`src/mmrd_pkg.sv`:
```
// Shared types, constants and the CRC-16/Modbus byte update for the meter
// response decoder. No dependencies; every file but mmrd_if uses this package.
package mmrd_pkg;

  localparam logic [15:0] CRC_INIT   = 16'hFFFF;
  localparam logic [15:0] CRC_POLY   = 16'hA001;
  localparam logic [7:0]  FUNC_CODE  = 8'h04;
  localparam logic [7:0]  BYTE_COUNT = 8'd20;

  typedef logic [4:0] pos_t;

  localparam pos_t POS_FUNC       = 5'd1;
  localparam pos_t POS_COUNT      = 5'd2;
  localparam pos_t POS_DATA_FIRST = 5'd3;
  localparam pos_t POS_VOLT       = 5'd4;
  localparam pos_t POS_CUR_LO     = 5'd6;
  localparam pos_t POS_CUR_HI     = 5'd8;
  localparam pos_t POS_PWR_LO     = 5'd10;
  localparam pos_t POS_PWR_HI     = 5'd12;
  localparam pos_t POS_EN_LO      = 5'd14;
  localparam pos_t POS_EN_HI      = 5'd16;
  localparam pos_t POS_FREQ       = 5'd18;
  localparam pos_t POS_PF         = 5'd20;
  localparam pos_t POS_DATA_LAST  = 5'd20;
  localparam pos_t POS_CRC_LO     = 5'd23;
  localparam pos_t POS_CRC_HI     = 5'd24;

  localparam logic [2:0] ERR_OK        = 3'd0;
  localparam logic [2:0] ERR_CRC       = 3'd1;
  localparam logic [2:0] ERR_FUNC      = 3'd2;
  localparam logic [2:0] ERR_COUNT     = 3'd3;
  localparam logic [2:0] ERR_TIMEOUT   = 3'd4;

  typedef struct packed {
    logic       mode;
    logic [7:0] rx_byte;
  } in_item_t;

  typedef struct packed {
    logic     valid;
    in_item_t item;
  } stage_t;

  typedef struct packed {
    logic [15:0] voltage_dv;
    logic [31:0] current_ma;
    logic [31:0] power_dw;
    logic [31:0] energy_wh;
    logic [15:0] frequency_dhz;
    logic [15:0] power_factor_centi;
    logic        frame_error;
    logic [2:0]  error_kind;
  } result_t;

  function automatic logic [15:0] crc_feed(logic [15:0] crc, logic [7:0] b);
    logic [15:0] c;
    c = crc ^ {8'h00, b};
    for (int k = 0; k < 8; k++) begin
      c = c[0] ? ((c >> 1) ^ CRC_POLY) : (c >> 1);
    end
    return c;
  endfunction

endpackage

```
`src/mmrd_if.sv`:
```
// Handshake interfaces for the decoder's input and result channels.
// Depends on nothing; payload widths follow the decoder's field list.
interface mmrd_in_if;
  logic       valid;
  logic       ready;
  logic       mode;
  logic [7:0] rx_byte;

  modport source (output valid, output mode, output rx_byte, input ready);
  modport sink (input valid, input mode, input rx_byte, output ready);
endinterface

interface mmrd_out_if;
  logic        valid;
  logic        ready;
  logic [15:0] voltage_dv;
  logic [31:0] current_ma;
  logic [31:0] power_dw;
  logic [31:0] energy_wh;
  logic [15:0] frequency_dhz;
  logic [15:0] power_factor_centi;
  logic        frame_error;
  logic [2:0]  error_kind;

  modport source (
    output valid, output voltage_dv, output current_ma, output power_dw,
    output energy_wh, output frequency_dhz, output power_factor_centi,
    output frame_error, output error_kind, input ready
  );
  modport sink (
    input valid, input voltage_dv, input current_ma, input power_dw,
    input energy_wh, input frequency_dhz, input power_factor_centi,
    input frame_error, input error_kind, output ready
  );
endinterface

```
`src/mmrd_in_stage.sv`:
```
// Input register of the decoder: captures one item from the input channel.
// Depends on mmrd_pkg and mmrd_in_if.
module mmrd_in_stage (
  input  logic                clk,
  input  logic                rst_n,
  mmrd_in_if.sink             in_ch,
  input  logic                advance,
  output mmrd_pkg::stage_t    stage
);

  logic               valid_r;
  logic               valid_nxt;
  mmrd_pkg::in_item_t item_r;
  logic               load;

  assign in_ch.ready = !valid_r || advance;
  assign load        = in_ch.valid && in_ch.ready;

  always_comb begin
    valid_nxt = valid_r;
    if (load) begin
      valid_nxt = 1'b1;
    end else if (advance) begin
      valid_nxt = 1'b0;
    end
  end

  always_ff @(posedge clk) begin
    if (!rst_n) begin
      valid_r <= 1'b0;
    end else begin
      valid_r <= valid_nxt;
    end
  end

  always_ff @(posedge clk) begin
    if (load) begin
      item_r.mode    <= in_ch.mode;
      item_r.rx_byte <= in_ch.rx_byte;
    end
  end

  assign stage.valid = valid_r;
  assign stage.item  = item_r;

endmodule

```
`src/mmrd_frame_engine.sv`:
```
// Frame state of the decoder: byte position, running CRC, header checks,
// field assembly and the last good readings. Depends on mmrd_pkg.
module mmrd_frame_engine (
  input  logic                clk,
  input  logic                rst_n,
  input  logic                take,
  input  mmrd_pkg::in_item_t  item,
  output logic                emit,
  output mmrd_pkg::result_t   result
);

  mmrd_pkg::pos_t pos_r, pos_nxt;
  logic [15:0] crc_r, crc_nxt;
  logic        func_ok_r, func_ok_nxt;
  logic        header_ok_r, header_ok_nxt;
  logic [7:0]  hi_hold_r, hi_hold_nxt;
  logic [15:0] lo_word_r, lo_word_nxt;

  logic [15:0] f_volt_r, f_volt_nxt;
  logic [31:0] f_cur_r, f_cur_nxt;
  logic [31:0] f_pwr_r, f_pwr_nxt;
  logic [31:0] f_en_r, f_en_nxt;
  logic [15:0] f_freq_r, f_freq_nxt;
  logic [15:0] f_pf_r, f_pf_nxt;

  logic [15:0] g_volt_r, g_volt_nxt;
  logic [31:0] g_cur_r, g_cur_nxt;
  logic [31:0] g_pwr_r, g_pwr_nxt;
  logic [31:0] g_en_r, g_en_nxt;
  logic [15:0] g_freq_r, g_freq_nxt;
  logic [15:0] g_pf_r, g_pf_nxt;

  logic [7:0]  b;
  logic [15:0] word;
  logic [15:0] rx_crc;
  logic [2:0]  kind;

  assign b      = item.rx_byte;
  assign word   = {hi_hold_r, b};
  assign rx_crc = {b, hi_hold_r};

  always_comb begin
    pos_nxt       = pos_r;
    crc_nxt       = crc_r;
    func_ok_nxt   = func_ok_r;
    header_ok_nxt = header_ok_r;
    hi_hold_nxt   = hi_hold_r;
    lo_word_nxt   = lo_word_r;
    f_volt_nxt    = f_volt_r;
    f_cur_nxt     = f_cur_r;
    f_pwr_nxt     = f_pwr_r;
    f_en_nxt      = f_en_r;
    f_freq_nxt    = f_freq_r;
    f_pf_nxt      = f_pf_r;
    g_volt_nxt    = g_volt_r;
    g_cur_nxt     = g_cur_r;
    g_pwr_nxt     = g_pwr_r;
    g_en_nxt      = g_en_r;
    g_freq_nxt    = g_freq_r;
    g_pf_nxt      = g_pf_r;
    emit          = 1'b0;
    kind          = mmrd_pkg::ERR_OK;

    if (item.mode) begin
      emit          = 1'b1;
      kind          = mmrd_pkg::ERR_TIMEOUT;
      pos_nxt       = '0;
      crc_nxt       = mmrd_pkg::CRC_INIT;
      func_ok_nxt   = 1'b1;
      header_ok_nxt = 1'b1;
    end else begin
      pos_nxt = pos_r + 5'd1;
      if (pos_r < mmrd_pkg::POS_CRC_LO) begin
        crc_nxt = mmrd_pkg::crc_feed(crc_r, b);
      end
      priority if (pos_r == mmrd_pkg::POS_FUNC) begin
        if (b != mmrd_pkg::FUNC_CODE) begin
          func_ok_nxt   = 1'b0;
          header_ok_nxt = 1'b0;
        end
      end else if (pos_r == mmrd_pkg::POS_COUNT) begin
        if (b != mmrd_pkg::BYTE_COUNT) begin
          header_ok_nxt = 1'b0;
        end
      end else if (pos_r >= mmrd_pkg::POS_DATA_FIRST &&
                   pos_r <= mmrd_pkg::POS_DATA_LAST) begin
        if (pos_r[0]) begin
          hi_hold_nxt = b;
        end else begin
          unique case (pos_r)
            mmrd_pkg::POS_VOLT:   f_volt_nxt  = word;
            mmrd_pkg::POS_CUR_LO: lo_word_nxt = word;
            mmrd_pkg::POS_CUR_HI: f_cur_nxt   = {word, lo_word_r};
            mmrd_pkg::POS_PWR_LO: lo_word_nxt = word;
            mmrd_pkg::POS_PWR_HI: f_pwr_nxt   = {word, lo_word_r};
            mmrd_pkg::POS_EN_LO:  lo_word_nxt = word;
            mmrd_pkg::POS_EN_HI:  f_en_nxt    = {word, lo_word_r};
            mmrd_pkg::POS_FREQ:   f_freq_nxt  = word;
            mmrd_pkg::POS_PF:     f_pf_nxt    = word;
            default:              lo_word_nxt = lo_word_r;
          endcase
        end
      end else if (pos_r == mmrd_pkg::POS_CRC_LO) begin
        hi_hold_nxt = b;
      end else if (pos_r >= mmrd_pkg::POS_CRC_HI) begin
        emit = 1'b1;
        priority if (rx_crc != crc_r) begin
          kind = mmrd_pkg::ERR_CRC;
        end else if (!func_ok_r) begin
          kind = mmrd_pkg::ERR_FUNC;
        end else if (!header_ok_r) begin
          kind = mmrd_pkg::ERR_COUNT;
        end else begin
          kind = mmrd_pkg::ERR_OK;
        end
        if (kind == mmrd_pkg::ERR_OK) begin
          g_volt_nxt = f_volt_r;
          g_cur_nxt  = f_cur_r;
          g_pwr_nxt  = f_pwr_r;
          g_en_nxt   = f_en_r;
          g_freq_nxt = f_freq_r;
          g_pf_nxt   = f_pf_r;
        end
        pos_nxt       = '0;
        crc_nxt       = mmrd_pkg::CRC_INIT;
        func_ok_nxt   = 1'b1;
        header_ok_nxt = 1'b1;
      end else begin
        hi_hold_nxt = hi_hold_r;
      end
    end
  end

  always_ff @(posedge clk) begin
    if (!rst_n) begin
      pos_r       <= '0;
      crc_r       <= mmrd_pkg::CRC_INIT;
      func_ok_r   <= 1'b1;
      header_ok_r <= 1'b1;
      hi_hold_r   <= '0;
      lo_word_r   <= '0;
      f_volt_r    <= '0;
      f_cur_r     <= '0;
      f_pwr_r     <= '0;
      f_en_r      <= '0;
      f_freq_r    <= '0;
      f_pf_r      <= '0;
      g_volt_r    <= '0;
      g_cur_r     <= '0;
      g_pwr_r     <= '0;
      g_en_r      <= '0;
      g_freq_r    <= '0;
      g_pf_r      <= '0;
    end else if (take) begin
      pos_r       <= pos_nxt;
      crc_r       <= crc_nxt;
      func_ok_r   <= func_ok_nxt;
      header_ok_r <= header_ok_nxt;
      hi_hold_r   <= hi_hold_nxt;
      lo_word_r   <= lo_word_nxt;
      f_volt_r    <= f_volt_nxt;
      f_cur_r     <= f_cur_nxt;
      f_pwr_r     <= f_pwr_nxt;
      f_en_r      <= f_en_nxt;
      f_freq_r    <= f_freq_nxt;
      f_pf_r      <= f_pf_nxt;
      g_volt_r    <= g_volt_nxt;
      g_cur_r     <= g_cur_nxt;
      g_pwr_r     <= g_pwr_nxt;
      g_en_r      <= g_en_nxt;
      g_freq_r    <= g_freq_nxt;
      g_pf_r      <= g_pf_nxt;
    end
  end

  assign result.voltage_dv         = g_volt_nxt;
  assign result.current_ma         = g_cur_nxt;
  assign result.power_dw           = g_pwr_nxt;
  assign result.energy_wh          = g_en_nxt;
  assign result.frequency_dhz      = g_freq_nxt;
  assign result.power_factor_centi = g_pf_nxt;
  assign result.frame_error        = (kind != mmrd_pkg::ERR_OK);
  assign result.error_kind         = kind;

endmodule

```
`src/modbus_meter_response_decoder_core.sv`:
```
// Top level of the meter response decoder: input register, frame engine and
// result register. Depends on mmrd_pkg, mmrd_if, mmrd_in_stage, mmrd_frame_engine.
//
// The input channel carries one item per reply byte (mode 0) or a timeout
// event (mode 1). A reply is 25 bytes; the 25th byte produces one result
// item that carries the last good readings and the frame status. A timeout
// produces one result item with error kind timeout and restarts the frame.
// All other bytes produce no result.
// An accepted item waits in the input register until the result register can
// move, is then processed by the frame engine in a single pass, and its
// result, if any, is written into the result register. One item can be
// accepted every cycle while the receiver does not stall; the rate is set by
// the single-pass engine.
// Synchronous active-low reset empties both registers, restarts the frame
// and clears the last good readings to zero.
// When the receiver stalls, the result register holds its item; the input
// register still takes one more item, and input ready drops only when the
// input register is full and the result register cannot move.
module modbus_meter_response_decoder_core (
  input  logic        clk,
  input  logic        rst_n,
  mmrd_in_if.sink     in_ch,
  mmrd_out_if.source  out_ch
);

  mmrd_pkg::stage_t  stage;
  mmrd_pkg::result_t result;
  mmrd_pkg::result_t out_r;
  logic              out_valid_r;
  logic              out_valid_nxt;
  logic              advance;
  logic              take;
  logic              emit;

  assign advance = !out_valid_r || out_ch.ready;
  assign take    = stage.valid && advance;

  mmrd_in_stage u_in_stage (
    .clk     (clk),
    .rst_n   (rst_n),
    .in_ch   (in_ch),
    .advance (advance),
    .stage   (stage)
  );

  mmrd_frame_engine u_engine (
    .clk    (clk),
    .rst_n  (rst_n),
    .take   (take),
    .item   (stage.item),
    .emit   (emit),
    .result (result)
  );

  always_comb begin
    out_valid_nxt = out_valid_r;
    if (take && emit) begin
      out_valid_nxt = 1'b1;
    end else if (out_ch.ready) begin
      out_valid_nxt = 1'b0;
    end
  end

  always_ff @(posedge clk) begin
    if (!rst_n) begin
      out_valid_r <= 1'b0;
    end else begin
      out_valid_r <= out_valid_nxt;
    end
  end

  always_ff @(posedge clk) begin
    if (take && emit) begin
      out_r <= result;
    end
  end

  assign out_ch.valid              = out_valid_r;
  assign out_ch.voltage_dv         = out_r.voltage_dv;
  assign out_ch.current_ma         = out_r.current_ma;
  assign out_ch.power_dw           = out_r.power_dw;
  assign out_ch.energy_wh          = out_r.energy_wh;
  assign out_ch.frequency_dhz      = out_r.frequency_dhz;
  assign out_ch.power_factor_centi = out_r.power_factor_centi;
  assign out_ch.frame_error        = out_r.frame_error;
  assign out_ch.error_kind         = out_r.error_kind;

  a_timeout_result: assert property (@(posedge clk) disable iff (!rst_n)
    take && stage.item.mode |=>
      out_ch.valid && out_ch.error_kind == mmrd_pkg::ERR_TIMEOUT)
    else $error("timeout item did not produce a timeout result");

  a_status_consistent: assert property (@(posedge clk) disable iff (!rst_n)
    out_ch.valid |-> (out_ch.frame_error == (out_ch.error_kind != mmrd_pkg::ERR_OK)))
    else $error("frame_error disagrees with error_kind");

  a_result_source: assert property (@(posedge clk) disable iff (!rst_n)
    $rose(out_valid_r) |-> $past(take && emit))
    else $error("result appeared without an emitting item");

  a_ready_when_free: assert property (@(posedge clk) disable iff (!rst_n)
    !in_ch.ready |-> stage.valid && !advance)
    else $error("input stalled while the pipeline could move");

endmodule

```
`src/flat_wrapper.sv`:
```
// flat-port wrapper written by rule: the top's interface ports become plain ports
module modbus_meter_response_decoder_core_flat 
  (clk, rst_n, in_ch_valid, in_ch_mode, in_ch_rx_byte, in_ch_ready, out_ch_valid, out_ch_voltage_dv, out_ch_current_ma, out_ch_power_dw, out_ch_energy_wh, out_ch_frequency_dhz, out_ch_power_factor_centi, out_ch_frame_error, out_ch_error_kind, out_ch_ready);
  mmrd_in_if in_ch_i ();
  mmrd_out_if out_ch_i ();
  input  logic clk;
  input  logic rst_n;
  input wire logic [$bits(in_ch_i.valid)-1:0] in_ch_valid;
  input wire logic [$bits(in_ch_i.mode)-1:0] in_ch_mode;
  input wire logic [$bits(in_ch_i.rx_byte)-1:0] in_ch_rx_byte;
  output wire logic [$bits(in_ch_i.ready)-1:0] in_ch_ready;
  output wire logic [$bits(out_ch_i.valid)-1:0] out_ch_valid;
  output wire logic [$bits(out_ch_i.voltage_dv)-1:0] out_ch_voltage_dv;
  output wire logic [$bits(out_ch_i.current_ma)-1:0] out_ch_current_ma;
  output wire logic [$bits(out_ch_i.power_dw)-1:0] out_ch_power_dw;
  output wire logic [$bits(out_ch_i.energy_wh)-1:0] out_ch_energy_wh;
  output wire logic [$bits(out_ch_i.frequency_dhz)-1:0] out_ch_frequency_dhz;
  output wire logic [$bits(out_ch_i.power_factor_centi)-1:0] out_ch_power_factor_centi;
  output wire logic [$bits(out_ch_i.frame_error)-1:0] out_ch_frame_error;
  output wire logic [$bits(out_ch_i.error_kind)-1:0] out_ch_error_kind;
  input wire logic [$bits(out_ch_i.ready)-1:0] out_ch_ready;
  assign in_ch_i.valid = in_ch_valid;
  assign in_ch_i.mode = in_ch_mode;
  assign in_ch_i.rx_byte = in_ch_rx_byte;
  assign in_ch_ready = in_ch_i.ready;
  assign out_ch_valid = out_ch_i.valid;
  assign out_ch_voltage_dv = out_ch_i.voltage_dv;
  assign out_ch_current_ma = out_ch_i.current_ma;
  assign out_ch_power_dw = out_ch_i.power_dw;
  assign out_ch_energy_wh = out_ch_i.energy_wh;
  assign out_ch_frequency_dhz = out_ch_i.frequency_dhz;
  assign out_ch_power_factor_centi = out_ch_i.power_factor_centi;
  assign out_ch_frame_error = out_ch_i.frame_error;
  assign out_ch_error_kind = out_ch_i.error_kind;
  assign out_ch_i.ready = out_ch_ready;
  modbus_meter_response_decoder_core u_core (.clk(clk), .rst_n(rst_n), .in_ch(in_ch_i), .out_ch(out_ch_i));
endmodule
```
`config.mk`:
```
export PLATFORM = sky130hd
export DESIGN_NAME = modbus_meter_response_decoder_core_flat
export DESIGN_NICKNAME = d
export VERILOG_FILES = /design/src/mmrd_pkg.sv /design/src/mmrd_if.sv /design/src/mmrd_in_stage.sv /design/src/mmrd_frame_engine.sv /design/src/modbus_meter_response_decoder_core.sv /design/src/flat_wrapper.sv
export SDC_FILE = /design/constraint.sdc
export NUM_CORES = 1
export LEC_CHECK = 0
export BUFFER_PORTS_ARGS = -buffer_cell sky130_fd_sc_hd__buf_2
export CAP_MARGIN = 20
export CORE_ASPECT_RATIO = 1.25
export CORE_UTILIZATION = 60
export DETAILED_ROUTE_END_ITERATION = 7
export PLACE_DENSITY = 0.8
export SLEW_MARGIN = 20
export SYNTH_ARGS = -nofsm -noshare
export SYNTH_HDL_FRONTEND = slang
export SYNTH_SLANG_ARGS = --single-unit
```
`constraint.sdc`:
```
create_clock -name clk -period 22 [get_ports clk]
set_input_delay 1.1 -clock clk [delete_from_list [all_inputs] [get_ports clk]]
set_output_delay 1.1 -clock clk [all_outputs]
set_load 0.05 [all_outputs]
```
Word-level counts from Yosys, hierarchy flattened
Cells that the tools add are included.
- register bits after elaboration: 494
- input port bits: 13
- output and inout bits: 150
- word-level logic and storage cells: 199
- add/sub/neg operators: 1
- $lt $le $gt $ge: 4
- equal/unequal tests: 23
- multiplexer cells: 102
- bitwise logic cells: 13
- reduce and logical (&&, ||, !) cells: 26
- operators by type and width (cell ; number):
    $mux W32 ; 21
    $mux W16 ; 36
    $reduce_and A7 Y1 ; 7
    $mux W3 ; 12
    $mux W5 ; 6
    $mux W8 ; 3
    $not A2 Y3 ; 8
    $mux W1 ; 21
    $eq A5 B4 Y1 const B ; 4
    $eq A5 B5 Y1 const B ; 4
    $reduce_and A6 Y1 ; 3
    $ne A16 B16 Y1 ; 1
    $xor A16 B8 Y16 ; 1
    $eq A5 B3 Y1 const B ; 2
    $ne A3 B2 Y1 const B ; 3
    $ne A4 B3 Y1 const B ; 2
    $ne A8 B3 Y1 const B ; 1
    $ne A8 B5 Y1 const B ; 1
    $mux W2 ; 3
    $reduce_bool A2 Y1 ; 3
    $reduce_bool A3 Y1 ; 2
    $add A5 B1 Y5 const B ; 1
    $eq A5 B1 Y1 const B ; 1
    $eq A5 B2 Y1 const B ; 1
    14 further kinds ; 22

Depth between registers and ports, before layout
Gate-level depths: netlist of run 1.
- depth in word-level cells: 24
- gate-level depth with buffers: 10
- mapped depth without buffers: 7

By module
A second synthesis of run 1 with hierarchy kept.
- cells, all modules: 1885
- area, all modules: 19630.1 um2
- modules (own cells, without submodules) (module ; times used ; cells each ; area each (um2) ; sequential area each (um2)):
    mmrd_frame_engine ; 1 ; 1716 ; 14779.2 ; 6706.4
    modbus_meter_response_decoder_core ; 1 ; 154 ; 4515.6 ; 4464.3
    mmrd_in_stage ; 1 ; 15 ; 335.3 ; 290.3

Least setup slack after synthesis of run 1
Ideal clock, no wire load.
- path type: in2reg
- start point: input out_ch_ready
- end point: register u_core.u_engine.crc_r[0]
- library setup time: 0.079 ns
- arrival: 9.204 ns
- required time: 21.921 ns
- path slack: 12.717 ns
- stages on the path: 7
- buffers on the path: 2
- cells stage by stage: nor2b_1 nand2b_1 buf_2 nor2_1 nor2_1 clkbuf_1 o211ai_1
- cells in the longest elaborated chain, start to end: 2
- ends and longest elaborated chain (what ; RTL line ; text):
    start, declared ; flat_wrapper.sv:21 ; input wire logic [$bits(out_ch_i.ready)-1:0] out_ch_ready;
    $logic_or A1 B1 Y1 ; modbus_meter_response_decoder_core.sv:35 ; assign advance = !out_valid_r || out_ch.ready;
    $logic_and A1 B1 Y1 ; modbus_meter_response_decoder_core.sv:36 ; assign take = stage.valid && advance;
    end signal, assigned ; mmrd_frame_engine.sv:137 ; crc_r <= mmrd_pkg::CRC_INIT;
    end signal, assigned ; mmrd_frame_engine.sv:156 ; crc_r <= crc_nxt;
    end, declared ; mmrd_frame_engine.sv:13 ; logic [15:0] crc_r, crc_nxt;
Every way passes these cells.
A chain may end at the register's enable or synchronous reset.

==> impl_metrics.csv, run 1 <==
group,metric,value,unit
outcome,outcome,"completed",
drt,drc,0,
sta,hold_viol,0,
synth,ys_seq_area_share,58.43,%
worst_hold_path,hold_path.class,"flop to flop",
clocking,cts_resized,0,
clocking,cts-root-buf,"clkbuf_16",
worst_setup_path,path_class,"flop to flop",
finish,final_core_util,68.62,%
drt,wl,48480,um
power,leakage,9.338,nW
clocking,ctsHoldBuffers,0,
grt,overflow,0,
sta,slew_viol_final,0,
sta,tns,0,ns
clocking,clkTransAtPathRegs,0.06,ns
drt,vias,14060,
worst_setup_path,slowest_stage,"nand4_4",
power,vdd_drop_max,0.06565,mV
sta,min_period,4.503,ns
clocking,cts_buffers,45,
finish,seq_area,11460,sq um
synth,syn_inst,1771,
synth,async_reset_ff_share,0,%
floorplanning,rows,73,
clocking,cts_tree,"built",
synth,synthFlopType,"dfxtp_1",
finish,syn2layout_area_growth,11.83,%
synth,yosysWarnings,0,
place,port_buffers,162,
clocking,h-tree-depth,2,
clocking,clock_latency,0.56,ns
sta,max_slew.worst_pin.slew,1.234,ns
sta,setup_viol,0,
grt,antenna_found_initial,0,
finish,multiInputGateArea,7478,sq um
grt,grt_use_total,28.81,%
worst_setup_path,cpPeakStageDelay,0.85,ns
floorplanning,die_y,204.2,um
finish,antenna_cells,0,
worst_setup_path,critPathBufInv,1,
run,max_cap_violations,0,
worst_setup_path,required,22.31,ns
drt,drtPass1Iterations,5,
place,hpwl,29030,um
finish,drive_above_1_share,21.68,%
power,power-per-cell-area,81.29,nW/um^2
floorplanning,start_util,61.36,%
clocking,postCtsSetupBuffers,0,
floorplanning,ioPinCount,163,
clocking,clockBufferDepth,3,
drt,via_per_inst,6.142,
worst_setup_path,cp.arrival,4.81,ns
drt,drtIter0Drc,1437,
floorplanning,dieWidth,163.7,um
synth,syn_nets,1788,
clocking,clock_sinks,494,
worst_setup_path,worst_setup_path_start_kind,"flop",
synth,synth_area,19620,sq um
finish,final_nets,1857,
worst_setup_path,crit_path_max_fanout,72,
worst_setup_path,path_cells,"xor2_1, nor4_1, and4_4, nand4_4, buf_4, mux2_2",
synth,syn_avg_cell_area,11.08,sq um
sta,fin_worst_skew,0.02901,ns
drt,ant_nets,0,
place,gp_congestion,0.8789,
synth,yosysUniqueCellTypes,47,
grt,grt_pass1_vias,13760,
sta,maxSlewHeadroom,17.73,%
sta,rsz0062_at_grt,"no",
synth,synth_seq_cells,494,
worst_setup_path,critPathCaptureType,"flop",
grt,grt_max_degree,150,
sta,fin_crit_sh,20.47,%
floorplanning,die_area,33420,sq um
sta,max_freq,222.1,MHz
finish,nFillCells,2293,
drt,wl_per_cell,21.18,um
synth,synth_edf_count,157,
worst_setup_path,path_delay_family,"simple AND/OR/NAND/NOR gates",
floorplanning,core_area,31970,sq um
grt,grt_pass1_wl,75300,um
## power breakdown
part / switching (mW) / leakage, nW / total, mW / internal (mW)
combinational: 0.0339 / 4.13 / 0.0497 / 0.0158
clock: 0.337 / 0.749 / 0.784 / 0.446
sequential: 0.00745 / 4.46 / 0.950 / 0.942
total: 0.379 / 9.34 / 1.78 / 1.40
## kinds of logic (layout without fill, tap and decap cells)
logic type | count (synthesis) | count (layout) | share of synthesized area, %
compound gates | 369 | 369 | 9.683
xor+xnor | 37 | 37 | 1.863
fa+ha+maj | 4 | 4 | 0.2552
buf+inv | 164 | 270 | 3.661
flops | 494 | 494 | 58.43
mux | 278 | 278 | 16.25
simple gates | 425 | 425 | 9.855
## layout by cell type, fill, tap and decap left out, types with 60 or more instances in the layout
cell type / instances
buf_2: 162
edfxtp_1: 157
mux2_2: 84
nand3_1: 156
nand2_1: 86
nor2_1: 138
mux2_4: 60
mux2i_1: 134
o21ai_0: 157
dfxtp_1: 337
a21oi_1: 193
## through the flow
stage	cell area [sq um]	hold WS, ns	cells	power, mW	worst slack (ns)
finish	21940	0.4719	2289	1.783	17.50
global route	21940	0.4833	2289	1.831	17.36
CTS	21920	0.4719	2289	1.790	17.61
detailed placement	20430	0.4628	2205	1.019	17.63
global placement	20430	0.4531	2205	1.018	17.62
floorplan	19620	0.4460	1771	1.008	12.72
## cells in the mapped netlist, drive strengths merged, types with 2 or more instances
library cell / instances / area [sq um]
a21oi: 193 / 965.9
nor4b: 2 / 17.52
clkbuf: 109 / 409.1
nand3: 157 / 785.8
nor4: 8 / 62.56
xnor3: 3 / 67.56
and3: 2 / 12.51
nand4b: 2 / 17.52
xor2: 19 / 166.4
dfxtp: 337 / 6746
nand2b: 3 / 18.77
mux2i: 134 / 1341
buf: 49 / 286.5
and2: 2 / 12.51
nor2: 140 / 525.5
nor2b: 3 / 18.77
ha: 4 / 50.05
nand2: 86 / 322.8
nand3b: 2 / 15.01
nor3: 6 / 30.03
o211ai: 10 / 75.07
edfxtp: 157 / 4715
inv: 5 / 18.77
nand4: 6 / 43.79
xnor2: 15 / 131.4
o21ai: 157 / 785.8
and4: 2 / 17.52
mux2: 144 / 1847
## sequential cells by signal, summed over array words and instances, names as in the netlist, 32 cells and up
name / cells
u_core.out_ch.current_ma: 32
u_core.out_ch.energy_wh: 32
u_core.out_ch.power_dw: 32
u_core.u_engine.f_cur_r: 32
u_core.u_engine.f_en_r: 32
u_core.u_engine.f_pwr_r: 32
u_core.u_engine.g_cur_r: 32
u_core.u_engine.g_en_r: 32
u_core.u_engine.g_pwr_r: 32
## cell type report
type / instances / share of cell area (%)
clock buffer: 67 / 6.263
clock inverter: 17 / 0.5419
inverter: 6 / 0.1369
multi-input combinational: 1113 / 34.09
sequential: 494 / 52.25
tap: 412 / 2.350
timing repair buffer: 180 / 4.369
## layer usage
layer	part of all wire (%)	vias up	wire length, um	track usage [%]
li1	-	6433	-	-
met1	41	7021	19850	37.48
met2	50	501	24280	48.56
met3	5.2	105	2505	3.226
met4	3.8	0	1849	12.30
met5	0	-	0	0
## tightest hold or removal path: stages (launching register included)
cell and delay, ns:
dfxtp_1 0.31, o21ai_0 0.06, a21oi_1 0.06
## final timing paths
kind,startpoint,end,slack [ns],cells past startpoint
max,u_core.u_in_stage.stage[5]$_DFFE_PP_,u_core.out_ch.energy_wh[18]$_DFFE_PP_,17.50,6
min,u_core.u_engine.g_en_r[30]$_SDFFE_PN0P_,u_core.u_engine.g_en_r[30]$_SDFFE_PN0P_,0.47,2
max reg2reg,u_core.u_in_stage.stage[5]$_DFFE_PP_,u_core.out_ch.energy_wh[18]$_DFFE_PP_,17.50,6
min reg2reg,u_core.u_engine.g_en_r[30]$_SDFFE_PN0P_,u_core.u_engine.g_en_r[30]$_SDFFE_PN0P_,0.47,2
(Power assumes the default switching activity.)
==> inputs of run 2 (changes only) <==
Settings changed: CORE_UTILIZATION 60 to 59, PLACE_DENSITY 0.8 to 0.79.
Clock period 22 ns to 4.33 ns, I/O delays scaled along.
==> run 2 against run 1 <==
Net effect:
- combinational power increased to 5.9 times the previous value
- global-route usage fell by 0.22 points
- die area rose by 1.7%
- critical path depth stayed put
- total power grew to 5.2 times the previous value
- via count is essentially flat
- fmax increased by 55%
- first-iteration DRC count is 16% higher
- non-clock buffer count is 25 higher
- sequential share of layout area fell by 0.84 points
- clock-buffer cell count rose by 2
- register-to-register slack worse by 16 ns
- largest cell class unchanged
- largest power group unchanged
==> impl_metrics.csv, run 2 (same netlist as run 1, synthesis figures left out) <==
group,metric,value,unit
place,pre_cts_ws,1.392,ns
clocking,h-tree-depth,2,
sta,setup_viol,0,
sta,min_period,2.905,ns
sta,fin_worst_skew,0.01862,ns
drt,wl_met3,3526,um
drt,wl_per_cell,21.14,um
clocking,ctsHoldBuffers,11,
sta,hold_viol,0,
drt,drc,0,
worst_setup_path,cp.arrival,3.31,ns
clocking,cts-root-buf,"clkbuf_16",
finish,drive_above_1_share,22.22,%
clocking,clock_latency,0.56,ns
floorplanning,ioPinCount,163,
power,vdd_drop_max,0.3784,mV
finish,final_cell_mix,"dfxtp_1 (337), a21oi_1 (193), buf_2 (162)",
floorplanning,start_util,60.01,%
drt,drtPass1Iterations,6,
clocking,cts_resized,0,
sta,slew_viol_final,0,
outcome,outcome,"completed",
place,hpwl,26990,um
power,pwr-share-comb,3.2,%
floorplanning,dieWidth,165.1,um
clocking,clockBufferDepth,3,
power,power-per-cell-area,417.5,nW/um^2
power,switchingPower,1.942,mW
place,port_buffers,162,
drt,via_per_inst,6.058,
finish,syn2layout_area_growth,13.66,%
power,power,9.308,mW
drt,vias,14070,
sta,rsz0062_at_grt,"no",
worst_hold_path,hp-start,"out_ch_ready",
floorplanning,die_area,33980,sq um
grt,grt_max_degree,194,
worst_setup_path,reg2reg_from,"u_core.u_engine.pos_r[0]$_SDFFE_PN0P_",
floorplanning,core_area,32680,sq um
power,p_int,7.366,mW
worst_setup_path,startpoint,"u_core.u_engine.pos_r[0]$_SDFFE_PN0P_",
worst_setup_path,path_class,"flop to flop",
grt,grt_use_total,28.59,%
clocking,cts_tree,"built",
grt,grt_pass1_vias,13590,
finish,final_nets,1883,
floorplanning,die_y,205.9,um
sta,fin_ws,1.425,ns
power,leakage,9.517,nW
sta,tns,0,ns
run,max_cap_violations,0,
grt,antenna_found_initial,0,
clocking,clock_sinks,494,
worst_setup_path,required,4.73,ns
grt,grt_pass1_wl,74360,um
worst_hold_path,hold_path.class,"input port to flop",
finish,antenna_cells,0,
power,pwr-share-clk,45.1,%
sta,maxSlewHeadroom,25.75,%
drt,wl,49090,um
floorplanning,rows,74,
clocking,postCtsSetupBuffers,0,
sta,max_slew.worst_pin.slew,1.113,ns
drt,ant_nets,0,
worst_setup_path,crit_path_max_fanout,16,
drt,drtIter0Drc,1669,
power,switching_share,20.86,%
power,seqPwrFrac,51.7,%
sta,max_freq,344.3,MHz
worst_setup_path,r2r_slack,1.43,ns
clocking,cts_buffers,46,
worst_setup_path,worst_setup_path_start_kind,"flop",
worst_setup_path,critPathCaptureType,"flop",
sta,fin_crit_sh,67.08,%
drt,top_layer_used,"met4",
clocking,clkTransAtPathRegs,0.06,ns
drt,drt-met1-wl,19180,um
finish,mostFrequentLayoutCell,"dfxtp_1",
place,gp_congestion,0.8962,
grt,overflow,0,
drt,met2WireLength,24020,um
run 2: cell types whose count changed in the layout (fill, tap and decap cells not counted), moves of 2 or more:
cell / change
buf_12: +2
buf_4: +11
clkbuf_16: +2
bufinv_16: +2
dlygate4sd3_1: +11
clkbuf_1: -2
clkbuf_8: +2
run 2: worst max-delay path, stage by stage, from the launching register on:
cell,delay [ns]
dfxtp_1,0.40
inv_1,0.16
ha_1,0.21
nor4bb_1,0.59
and4b_1,1.05
mux2i_1,0.28
nor2_1,0.06
run 2: final cells by class:
cell class	count	area, sq um
fill	2392	10390
timing repair buffer	205	1202
sequential	494	11460
clock inverter	17	162.7
multi-input combinational	1113	7466
inverter	6	35.03
clock buffer	69	1444
tap	418	523.0
run 2: worst paths after layout:
| check | to | depth (start not counted) |
|---|---|---|
| max | u_core.u_engine.f_pf_r[10]$_SDFFE_PN0P_ | 6 |
| min | u_core.out_ch.valid$_SDFFE_PN0P_ | 4 |
| max reg2reg | u_core.u_engine.f_pf_r[10]$_SDFFE_PN0P_ | 6 |
| min reg2reg | u_core.u_engine.g_en_r[15]$_SDFFE_PN0P_ | 2 |
run 2: layer usage:
layer | global-route usage, % | vias up
met5 | 0 | -
met4 | 15.50 | 0
met3 | 4.475 | 120
met2 | 47.01 | 611
met1 | 35.98 | 6858
li1 | - | 6478
run 2: power by group through the flow:
stage / registers (mW) / logic (mW) / clock network, mW
6_report: 4.81 / 0.295 / 4.20
4_1_cts: 4.81 / 0.292 / 4.25
3_5_place_dp: 4.91 / 0.281 / 0
2_1_floorplan: 4.93 / 0.180 / 0
3_3_place_gp: 4.91 / 0.278 / 0
5_1_grt: 4.81 / 0.315 / 4.43
run 2: stage by stage:
stage	std cells	utilization, %	hold WS (ns)	area [sq um]
finish	2322	68.21	0.1164	22290
global route	2322	68.21	0.1479	22290
CTS	2322	68.18	0.09168	22290
detailed placement	2225	62.93	0.3946	20570
global placement	2225	62.92	0.3949	20570
floorplan	1771	-	0.3154	19620
